===== config.mk =====
export PLATFORM = sky130hd
export DESIGN_NAME = array_priority_queue
export DESIGN_NICKNAME = d
export VERILOG_FILES = /design/src/hdl/apq_pkg.sv /design/src/hdl/apq_cell.sv /design/src/hdl/apq_ctrl.sv /design/src/hdl/array_priority_queue.sv
export VERILOG_INCLUDE_DIRS = /design/src /design/src/hdl
export SDC_FILE = /design/constraint.sdc
export NUM_CORES = 2
export LEC_CHECK = 0
export BUFFER_PORTS_ARGS = -buffer_cell sky130_fd_sc_hd__clkbuf_2
export CORE_ASPECT_RATIO = 1.4
export CORE_MARGIN = 2
export CORE_UTILIZATION = 65
export CTS_BUF_LIST = sky130_fd_sc_hd__clkbuf_8
export DETAILED_ROUTE_END_ITERATION = 8
export GPL_TIMING_DRIVEN = 0
export PLACE_DENSITY = 0.82
export REMOVE_ABC_BUFFERS = 1
export SYNTH_ARGS = -nofsm -noshare
export SYNTH_HDL_FRONTEND = slang
export SYNTH_SLANG_ARGS = --single-unit

===== constraint.sdc =====
create_clock -name clk -period 11.44 [get_ports clk]
set_clock_uncertainty 0.05 [all_clocks]
set_input_delay 1.716 -clock clk [delete_from_list [all_inputs] [get_ports clk]]
set_output_delay 1.716 -clock clk [all_outputs]
set_load 0.1 [all_outputs]

===== src/hdl/array_priority_queue_macros.svh =====
// ----------------------------------------------------------------------------
// Assertion macros for the array priority queue
// Shared property shorthands, clocked on clk and disabled while arst_n is low.
// ----------------------------------------------------------------------------
`ifndef ARRAY_PRIORITY_QUEUE_MACROS_SVH
`define ARRAY_PRIORITY_QUEUE_MACROS_SVH

// Check cons in the same cycle as ante
`define APQ_ASSERT_SAME(label, ante, cons) \
	label: assert property (@(posedge clk) disable iff (!arst_n) (ante) |-> (cons)) \
		else $error("array_priority_queue: same-cycle check failed");

// Check cons in the cycle after ante
`define APQ_ASSERT_NEXT(label, ante, cons) \
	label: assert property (@(posedge clk) disable iff (!arst_n) (ante) |=> (cons)) \
		else $error("array_priority_queue: next-cycle check failed");

`endif


===== src/hdl/apq_pkg.sv =====
`timescale 1ns / 1ps
// ----------------------------------------------------------------------------
// Array priority queue package
// Shared codes, controller states and the structs passed between cells.
// ----------------------------------------------------------------------------
package apq_pkg;

	localparam int DATA_W = 32;
	localparam int PRIO_W = 16;
	localparam int CAP_W  = 5;
	localparam int STAT_W = 2;

	// Command codes
	localparam logic CMD_ENQ = 1'b0;
	localparam logic CMD_DEQ = 1'b1;

	// Status codes
	localparam logic [STAT_W-1:0] STATUS_DONE  = 2'd0;
	localparam logic [STAT_W-1:0] STATUS_FULL  = 2'd1;
	localparam logic [STAT_W-1:0] STATUS_EMPTY = 2'd2;

	typedef enum logic [1:0] {
		S_IDLE,
		S_SEARCH,
		S_REMOVE
	} state_t;

	// Broadcast from the controller to every cell
	typedef struct packed {
		logic load;
		logic shift;
	} cell_op_t;

	// Best entry so far, handed down the chain
	typedef struct packed {
		logic                     valid;
		logic signed [PRIO_W-1:0] prio;
		logic signed [DATA_W-1:0] data;
	} carry_t;

	// Result word control from the controller
	typedef struct packed {
		logic              strobe;
		logic [STAT_W-1:0] status;
	} res_t;

endpackage


===== src/hdl/apq_cell.sv =====
`timescale 1ns / 1ps
// ----------------------------------------------------------------------------
// Array priority queue cell
// Holds one entry, takes an appended word or its upper neighbour's entry, and
// runs one stage of the best-priority search chain.
// ----------------------------------------------------------------------------
module apq_cell
	import apq_pkg::*;
#(
	parameter int IDX_W = 4,
	parameter int CNT_W = 5,
	parameter int INDEX = 0
) (
	input  logic                     clk,
	input  logic                     arst_n,
	input  cell_op_t                 op,
	input  logic [CNT_W-1:0]         count,
	input  logic [IDX_W-1:0]         best_idx,
	input  logic signed [DATA_W-1:0] wr_data,
	input  logic signed [PRIO_W-1:0] wr_prio,
	input  logic signed [DATA_W-1:0] nxt_data,
	input  logic signed [PRIO_W-1:0] nxt_prio,
	input  carry_t                   carry_in,
	input  logic [IDX_W-1:0]         idx_in,
	output carry_t                   carry_out,
	output logic [IDX_W-1:0]         idx_out,
	output logic signed [DATA_W-1:0] data,
	output logic signed [PRIO_W-1:0] prio
);

	localparam logic [CNT_W-1:0] MY_CNT = CNT_W'(INDEX);
	localparam logic [IDX_W-1:0] MY_IDX = IDX_W'(INDEX);

	logic signed [DATA_W-1:0] data_q;
	logic signed [PRIO_W-1:0] prio_q;
	carry_t                   carry_q;
	logic [IDX_W-1:0]         idx_q;
	logic                     own_valid;
	logic                     own_wins;

	// Store: append at the tail, or close the gap above the removed entry
	always_ff @(posedge clk) begin
		if (op.load && (count == MY_CNT)) begin
			data_q <= wr_data;
			prio_q <= wr_prio;
		end else if (op.shift && (MY_IDX >= best_idx)) begin
			data_q <= nxt_data;
			prio_q <= nxt_prio;
		end
	end

	// Own entry replaces the carry when the carry is empty or on a strictly greater priority
	assign own_valid = (MY_CNT < count);
	assign own_wins  = own_valid && (!carry_in.valid || ($signed(prio_q) > $signed(carry_in.prio)));

	// Search stage: advance the best entry one cell per cycle
	always_ff @(posedge clk or negedge arst_n) begin
		if (!arst_n) begin
			carry_q <= '0;
			idx_q   <= '0;
		end else if (own_wins) begin
			carry_q.valid <= 1'b1;
			carry_q.prio  <= prio_q;
			carry_q.data  <= data_q;
			idx_q         <= MY_IDX;
		end else begin
			carry_q <= carry_in;
			idx_q   <= idx_in;
		end
	end

	assign carry_out = carry_q;
	assign idx_out   = idx_q;
	assign data      = data_q;
	assign prio      = prio_q;

endmodule


===== src/hdl/apq_ctrl.sv =====
`timescale 1ns / 1ps
// ----------------------------------------------------------------------------
// Array priority queue controller
// Sequences appends, the search pass and the removal, and keeps the count.
// ----------------------------------------------------------------------------
module apq_ctrl
	import apq_pkg::*;
#(
	parameter int MAX_ENTRIES = 16,
	parameter int IDX_W       = 4,
	parameter int CNT_W       = 5
) (
	input  logic             clk,
	input  logic             arst_n,
	input  logic             start,
	input  logic             cmd,
	input  logic             full,
	output logic             busy,
	output cell_op_t         op,
	output logic [CNT_W-1:0] count,
	output res_t             res
);

	localparam logic [IDX_W-1:0] LAST_STEP = IDX_W'(MAX_ENTRIES - 1);

	state_t           state_q;
	state_t           state_nxt;
	logic [IDX_W-1:0] step_q;
	logic [CNT_W-1:0] count_q;
	res_t             res_q;
	logic             accept;
	logic             empty;

	assign accept = start && (state_q == S_IDLE);
	assign empty  = (count_q == '0);

	// Next state
	always_comb begin
		state_nxt = state_q;
		case (state_q)
			S_IDLE: begin
				if (accept && (cmd == CMD_DEQ) && !empty) begin
					state_nxt = S_SEARCH;
				end
			end
			S_SEARCH: begin
				if (step_q == LAST_STEP) begin
					state_nxt = S_REMOVE;
				end
			end
			S_REMOVE: begin
				state_nxt = S_IDLE;
			end
			default: begin
				state_nxt = S_IDLE;
			end
		endcase
	end

	// Outputs
	always_comb begin
		busy     = 1'b1;
		op.load  = 1'b0;
		op.shift = 1'b0;
		case (state_q)
			S_IDLE: begin
				busy    = 1'b0;
				op.load = accept && (cmd == CMD_ENQ) && !full;
			end
			S_SEARCH: begin
				busy = 1'b1;
			end
			S_REMOVE: begin
				op.shift = 1'b1;
			end
			default: begin
				busy = 1'b1;
			end
		endcase
	end

	// State, search step and count
	always_ff @(posedge clk or negedge arst_n) begin
		if (!arst_n) begin
			state_q <= S_IDLE;
			step_q  <= '0;
			count_q <= '0;
		end else begin
			state_q <= state_nxt;
			if (state_q == S_SEARCH) begin
				step_q <= step_q + 1'b1;
			end else begin
				step_q <= '0;
			end
			if (op.load) begin
				count_q <= count_q + 1'b1;
			end else if (op.shift) begin
				count_q <= count_q - 1'b1;
			end
		end
	end

	// Result strobe and status
	always_ff @(posedge clk or negedge arst_n) begin
		if (!arst_n) begin
			res_q <= '0;
		end else if (op.shift) begin
			res_q.strobe <= 1'b1;
			res_q.status <= STATUS_DONE;
		end else if (accept && (cmd == CMD_ENQ)) begin
			res_q.strobe <= 1'b1;
			res_q.status <= full ? STATUS_FULL : STATUS_DONE;
		end else if (accept && empty) begin
			res_q.strobe <= 1'b1;
			res_q.status <= STATUS_EMPTY;
		end else begin
			res_q.strobe <= 1'b0;
			res_q.status <= STATUS_DONE;
		end
	end

	assign count = count_q;
	assign res   = res_q;

endmodule


===== src/hdl/array_priority_queue.sv =====
`timescale 1ns / 1ps
// ----------------------------------------------------------------------------
// Array priority queue
// Unsorted priority queue in a row of cells: appends at the tail, removes the
// highest signed priority (earliest on a tie) and closes the gap.
// ----------------------------------------------------------------------------
//  channel   | handshake          | words
//  ----------+--------------------+------------------------------------------
//  command   | start / busy       | cmd, item_data, item_priority
//  result    | done (strobe)      | status, out_data, out_priority, entry_count
//  config    | cfg_wr_en          | cfg_wr_data (capacity in use)
//
// Enqueue and empty dequeue: result in the cycle after start, busy stays low.
// Dequeue: busy through the search pass and the removal step; the result is
// registered on removal. The search chain advances one cell per cycle.
// Reset: count zero, capacity 16; entries hold nothing valid until written.
// The receiver cannot stall: each result is shown for one cycle only.
// ----------------------------------------------------------------------------
`include "array_priority_queue_macros.svh"

module array_priority_queue
	import apq_pkg::*;
#(
	parameter int MAX_ENTRIES = 16
) (
	input  logic                     clk,
	input  logic                     arst_n,
	input  logic                     start,
	output logic                     busy,
	input  logic                     cmd,
	input  logic signed [DATA_W-1:0] item_data,
	input  logic signed [PRIO_W-1:0] item_priority,
	input  logic                     cfg_wr_en,
	input  logic [CAP_W-1:0]         cfg_wr_data,
	output logic                     done,
	output logic [STAT_W-1:0]        status,
	output logic signed [DATA_W-1:0] out_data,
	output logic signed [PRIO_W-1:0] out_priority,
	output logic [CAP_W-1:0]         entry_count
);

	localparam int IDX_W = $clog2(MAX_ENTRIES);
	localparam int CNT_W = $clog2(MAX_ENTRIES + 1);
	localparam int CMP_W = (CNT_W > CAP_W) ? CNT_W : CAP_W;
	localparam logic [CAP_W-1:0] CAP_RESET = 5'd16;

	logic [CAP_W-1:0]         capacity_q;
	logic [CNT_W-1:0]         count;
	logic [CMP_W-1:0]         count_ext;
	logic [CMP_W-1:0]         cap_ext;
	logic                     full;
	cell_op_t                 op;
	res_t                     res;
	logic signed [DATA_W-1:0] out_data_q;
	logic signed [PRIO_W-1:0] out_prio_q;

	carry_t                   chain     [MAX_ENTRIES+1];
	logic [IDX_W-1:0]         chain_idx [MAX_ENTRIES+1];
	logic signed [DATA_W-1:0] cell_data [MAX_ENTRIES];
	logic signed [PRIO_W-1:0] cell_prio [MAX_ENTRIES];
	logic signed [DATA_W-1:0] nxt_data  [MAX_ENTRIES];
	logic signed [PRIO_W-1:0] nxt_prio  [MAX_ENTRIES];

	// Capacity register
	always_ff @(posedge clk or negedge arst_n) begin
		if (!arst_n) begin
			capacity_q <= CAP_RESET;
		end else if (cfg_wr_en) begin
			capacity_q <= cfg_wr_data;
		end
	end

	// Full at the configured capacity or at the array size
	assign count_ext   = CMP_W'(count);
	assign cap_ext     = CMP_W'(capacity_q);
	assign full        = (count_ext >= cap_ext) || (count == CNT_W'(MAX_ENTRIES));
	assign entry_count = count_ext[CAP_W-1:0];

	apq_ctrl #(
		.MAX_ENTRIES(MAX_ENTRIES),
		.IDX_W      (IDX_W),
		.CNT_W      (CNT_W)
	) u_ctrl (
		.clk   (clk),
		.arst_n(arst_n),
		.start (start),
		.cmd   (cmd),
		.full  (full),
		.busy  (busy),
		.op    (op),
		.count (count),
		.res   (res)
	);

	// Head of the search chain holds nothing
	assign chain[0]     = '0;
	assign chain_idx[0] = '0;

	// Row of cells
	for (genvar g = 0; g < MAX_ENTRIES; g++) begin : g_cell
		if (g == MAX_ENTRIES - 1) begin : g_last
			assign nxt_data[g] = cell_data[g];
			assign nxt_prio[g] = cell_prio[g];
		end else begin : g_mid
			assign nxt_data[g] = cell_data[g+1];
			assign nxt_prio[g] = cell_prio[g+1];
		end

		apq_cell #(
			.IDX_W(IDX_W),
			.CNT_W(CNT_W),
			.INDEX(g)
		) u_cell (
			.clk      (clk),
			.arst_n   (arst_n),
			.op       (op),
			.count    (count),
			.best_idx (chain_idx[MAX_ENTRIES]),
			.wr_data  (item_data),
			.wr_prio  (item_priority),
			.nxt_data (nxt_data[g]),
			.nxt_prio (nxt_prio[g]),
			.carry_in (chain[g]),
			.idx_in   (chain_idx[g]),
			.carry_out(chain[g+1]),
			.idx_out  (chain_idx[g+1]),
			.data     (cell_data[g]),
			.prio     (cell_prio[g])
		);
	end

	// Result word: the winner on removal, cleared when a command is accepted, held otherwise
	always_ff @(posedge clk) begin
		if (op.shift) begin
			out_data_q <= chain[MAX_ENTRIES].data;
			out_prio_q <= chain[MAX_ENTRIES].prio;
		end else if (start && !busy) begin
			out_data_q <= '0;
			out_prio_q <= '0;
		end
	end

	assign done         = res.strobe;
	assign status       = res.status;
	assign out_data     = out_data_q;
	assign out_priority = out_prio_q;

	`APQ_ASSERT_SAME(a_remove_has_winner, op.shift, chain[MAX_ENTRIES].valid)
	`APQ_ASSERT_NEXT(a_deq_goes_busy, start && !busy && (cmd == CMD_DEQ) && (count != '0), busy)
	`APQ_ASSERT_SAME(a_empty_count_zero, done && (status == STATUS_EMPTY), entry_count == '0)
	`APQ_ASSERT_SAME(a_fail_word_zero, done && (status != STATUS_DONE), (out_data == '0) && (out_priority == '0))

endmodule

==> results.py <==
metrics = {
    "outcome": {
        "run_status": "completed",
    },
    "clock_network": {
        "postCtsSetupRepairBufs": 0,
        "cts_buffers": 234,
        "count_of_h_tree_levels_built_during_cts": 4,
        "cts_repair_resize_count": 0,
        "clockRootBuffer": "sky130_fd_sc_hd__clkbuf_8",
        "clkTransAtPathRegs_ns": 0.07,
        "cts.path.max_buffers": 3,
        "clock_insertion_delay_worst_skew_ns": 0.95,
        "cts_tree": "built",
        "numClockSinks": 1667,
        "holdBufCountCts": 0,
    },
    "floorplanning": {
        "dieWidth_um": 285,
        "num_rows": 144,
        "core-area_um2": 110000,
        "die_h_um": 397,
        "initial_utilization": 0.654,
        "floorplan.die_area_um2": 113000,
        "top_level_ports": 115,
    },
    "critical_path": {
        "crit_path_end_kind": "register",
        "cp_slowest_cell": "sky130_fd_sc_hd__dfrtp_1",
        "cp.arrival_ns": 5.52,
        "cp_max_fo": 48,
        "critical_path_required_ns": 11.93,
        "worst-setup-path-type": "reg -> reg",
        "path_cells": "inv_1 -> ha_1 -> a31oi_1 -> nand2_1 -> a311oi_4 -> buf_8 -> buf_16 -> nand4_4 -> buf_12 -> nand2_4",
        "crit_path_max_incr_delay_ns": 0.70,
        "crit_path_start_kind": "register",
    },
    "finish": {
        "layout.cells.most_common": "sky130_fd_sc_hd__mux2_2",
        "final_nets": 5049,
        "register_area_um2": 45800,
        "final_layout_size_suffix_gt1_frac": 0.404,
        "syn2layout_area_growth_pct": 11.6,
        "layout.cells.most_common_list": "sky130_fd_sc_hd__mux2_2 (1,305), sky130_fd_sc_hd__dfrtp_1 (850), sky130_fd_sc_hd__edfxtp_1 (816), sky130_fd_sc_hd__inv_1 (366), sky130_fd_sc_hd__clkbuf_8 (283)",
        "multi_input_comb_area_um2": 24400,
        "nFillCells": 6576,
        "fin_cells": 6413,
    },
    "timing": {
        "max_freq_mhz": 199,
        "setup_violations": 0,
        "rsz_0062_raised_after_global_routing": "no",
        "post-route-period-util": 0.439,
        "hold_viol": 0,
        "drv_slew": 0,
        "setup_total_neg_slack_ns": 0,
        "post-route-min-period_ns": 5.03,
        "worst_slew_margin_rel": 0.0561,
        "worst_slew_pin_slew_ns": 1.42,
    },
    "yosys": {
        "synth_edf_count": 816,
        "compound_gate_portion_of_the_synthesized_area": 0.0213,
        "synthSimpleGateAreaFrac": 0.0345,
        "synth.top_cells.by_area": "sky130_fd_sc_hd__edfxtp_1 (34%), sky130_fd_sc_hd__dfrtp_1 (30%), sky130_fd_sc_hd__mux2_2 (20%)",
        "yosysTopAreaCell": "sky130_fd_sc_hd__edfxtp_1",
        "yosys_register_bits": 1667,
        "postSynthAreaPerCell_um2": 15.9,
        "yosys.area_share.xor_xnor": 0.00110,
        "synth_warnings": 0,
        "synthesis.instances": 4526,
        "synth.cell_area_um2": 71800,
        "netlist-cell-type-count": 67,
        "synth.area.mux_share": 0.232,
        "seq_area_frac_synth": 0.638,
        "combinational_family_with_the_most_area_after_synthesis": "multiplexers",
        "synth-adder-area-share": 0.0437,
        "ys_async_sr_fraction": 0.510,
        "yosys.area.top_type_share": 0.341,
        "synth-main-ff-cell": "sky130_fd_sc_hd__dfrtp_1",
    },
    "placement": {
        "io_buffer_count": 114,
        "placedCellCount": 5964,
        "globalplace.congestion": 0.888,
        "hpwlAfterDp_um": 104000,
    },
    "hold_path": {
        "hold_class": "reg -> reg",
    },
    "power_and_ir_drop": {
        "power_density_nw_per_um2": 228,
        "fin_total_pwr_mw": 18.2,
        "power.ir.vdd_worst_uv": 148,
        "power.static_leakage_nw": 32.9,
    },
    "drt": {
        "finalWirelength_um": 158000,
        "drt_first_pass_iters": 5,
        "route.detailed.vias_per_inst": 6.03,
        "remaining_drc_errors": 0,
        "routed_wire_length_per_instance_um": 24.7,
        "route.vias.total": 38700,
        "drt_iter0_drc": 2541,
        "antenna_left": 0,
    },
    "global_routing": {
        "grt_start_max_net_pins": 113,
        "grtUsageTotal": 0.287,
        "overflow": 0,
        "first_global_vias": 42200,
        "wire_length_of_the_first_global_routing_pass_um": 248000,
        "antenna_found_initial": 3,
    },
    "flow_run": {
        "cap_viol_max_count": 0,
    },
}
state kept, by name, summed over array words and instances (netlist names):
name                     flops
g_cell.u_cell.carry_out    783
out_priority                16
g_cell.u_cell.data         512
g_cell.u_cell.idx_out       49
out_data                    32
cap_ext                      5
g_cell.u_cell.prio         256
u_ctrl.count                 5
u_ctrl.state_q               2
u_ctrl.step_q                4
u_ctrl.res                   3
Yosys cell counts (all sizes together) (13+ instances only):
master  count
nand2      73
nor2b      26
nor2       41
buf       115
and2      108
dfrtp     850
edfxtp    816
or2        13
inv       261
nand4      47
a211oi     13
mux2     1438
ha        251
nand3      31
clkbuf    108
nor3       13
o21ai      36
a21o       26
nand2b     40
a21oi      83
routing by layer:
layer  up-vias  GRT usage  routed length [µm]
met5         -          0                   9
met2      1112      0.491               80200
met1     20200      0.361               63400
li1      17000          -                   -
met4         2      0.130                7020
met3       409     0.0481                7480
layout make-up:
cell class | count | area share
Tap cell | 1460 | 0.0228
Clock buffer | 282 | 0.0484
Clock inverter | 164 | 0.00960
Sequential cell | 1667 | 0.572
Inverter | 261 | 0.0122
Multi-Input combinational cell | 2375 | 0.304
Timing Repair Buffer | 201 | 0.0310
Antenna cell | 3 | 0.0000937
kinds of logic (layout without fill, tap and decap cells):
family                   after synthesis  in the layout
flip-flops                          1667           1667
multiplexers                        1444           1444
buffers and inverters                484            908
AND/OR/NAND/NOR                      433            433
adder cells (fa/ha/maj)              251            251
AO/OA/AOI/OAI                        238            238
XOR/XNOR                               9              9
other                                  0              3
stage by stage:
| stage | hold slack [ns] | setup slack (ns) | utilization | area [µm²] |
|---|---|---|---|---|
| 2_1_floorplan | 0.358 | 3.93 | - | 70700 |
| 3_3_place_gp | 0.360 | -13.03 | 0.666 | 73100 |
| 3_5_place_dp | 0.364 | 6.10 | 0.688 | 75500 |
| 4_1_cts | 0.360 | 6.53 | 0.730 | 80100 |
| 5_1_grt | 0.386 | 6.30 | 0.730 | 80100 |
| 6_report | 0.351 | 6.41 | 0.730 | 80100 |
critical path: cells and delay by family, from the launching register on:
| kind | cells | cell delay, ns |
|---|---|---|
| compound gates | 2 | 0.61 |
| fa+ha+maj | 1 | 0.44 |
| buf+inv | 4 | 1.19 |
| flops | 1 | 0.70 |
| simple gates | 3 | 1.44 |
worst paths after layout:
kind	from	to	slack [ns]	cells past startpoint
setup / recovery	u_ctrl.count[1]	g_cell[7].u_cell.prio[11]	6.41	10
hold / removal	g_cell[9].u_cell.idx_out[1]	g_cell[10].u_cell.idx_out[1]	0.35	1
setup reg to reg	u_ctrl.count[1]	g_cell[7].u_cell.prio[11]	6.41	10
hold reg to reg	g_cell[9].u_cell.idx_out[1]	g_cell[10].u_cell.idx_out[1]	0.35	1
max in group asynchronous	arst_n	g_cell[14].u_cell.carry_out[30]	8.48	4
min in group asynchronous	arst_n	g_cell[15].u_cell.carry_out[44]	0.75	1
power by group:
group          internal (mW)  total, mW  switching, mW
combinational           2.65       5.25           2.60
sequential              7.80       8.45          0.649
clock                   2.28       4.54           2.26
Power figures use the tool's default switching activity.
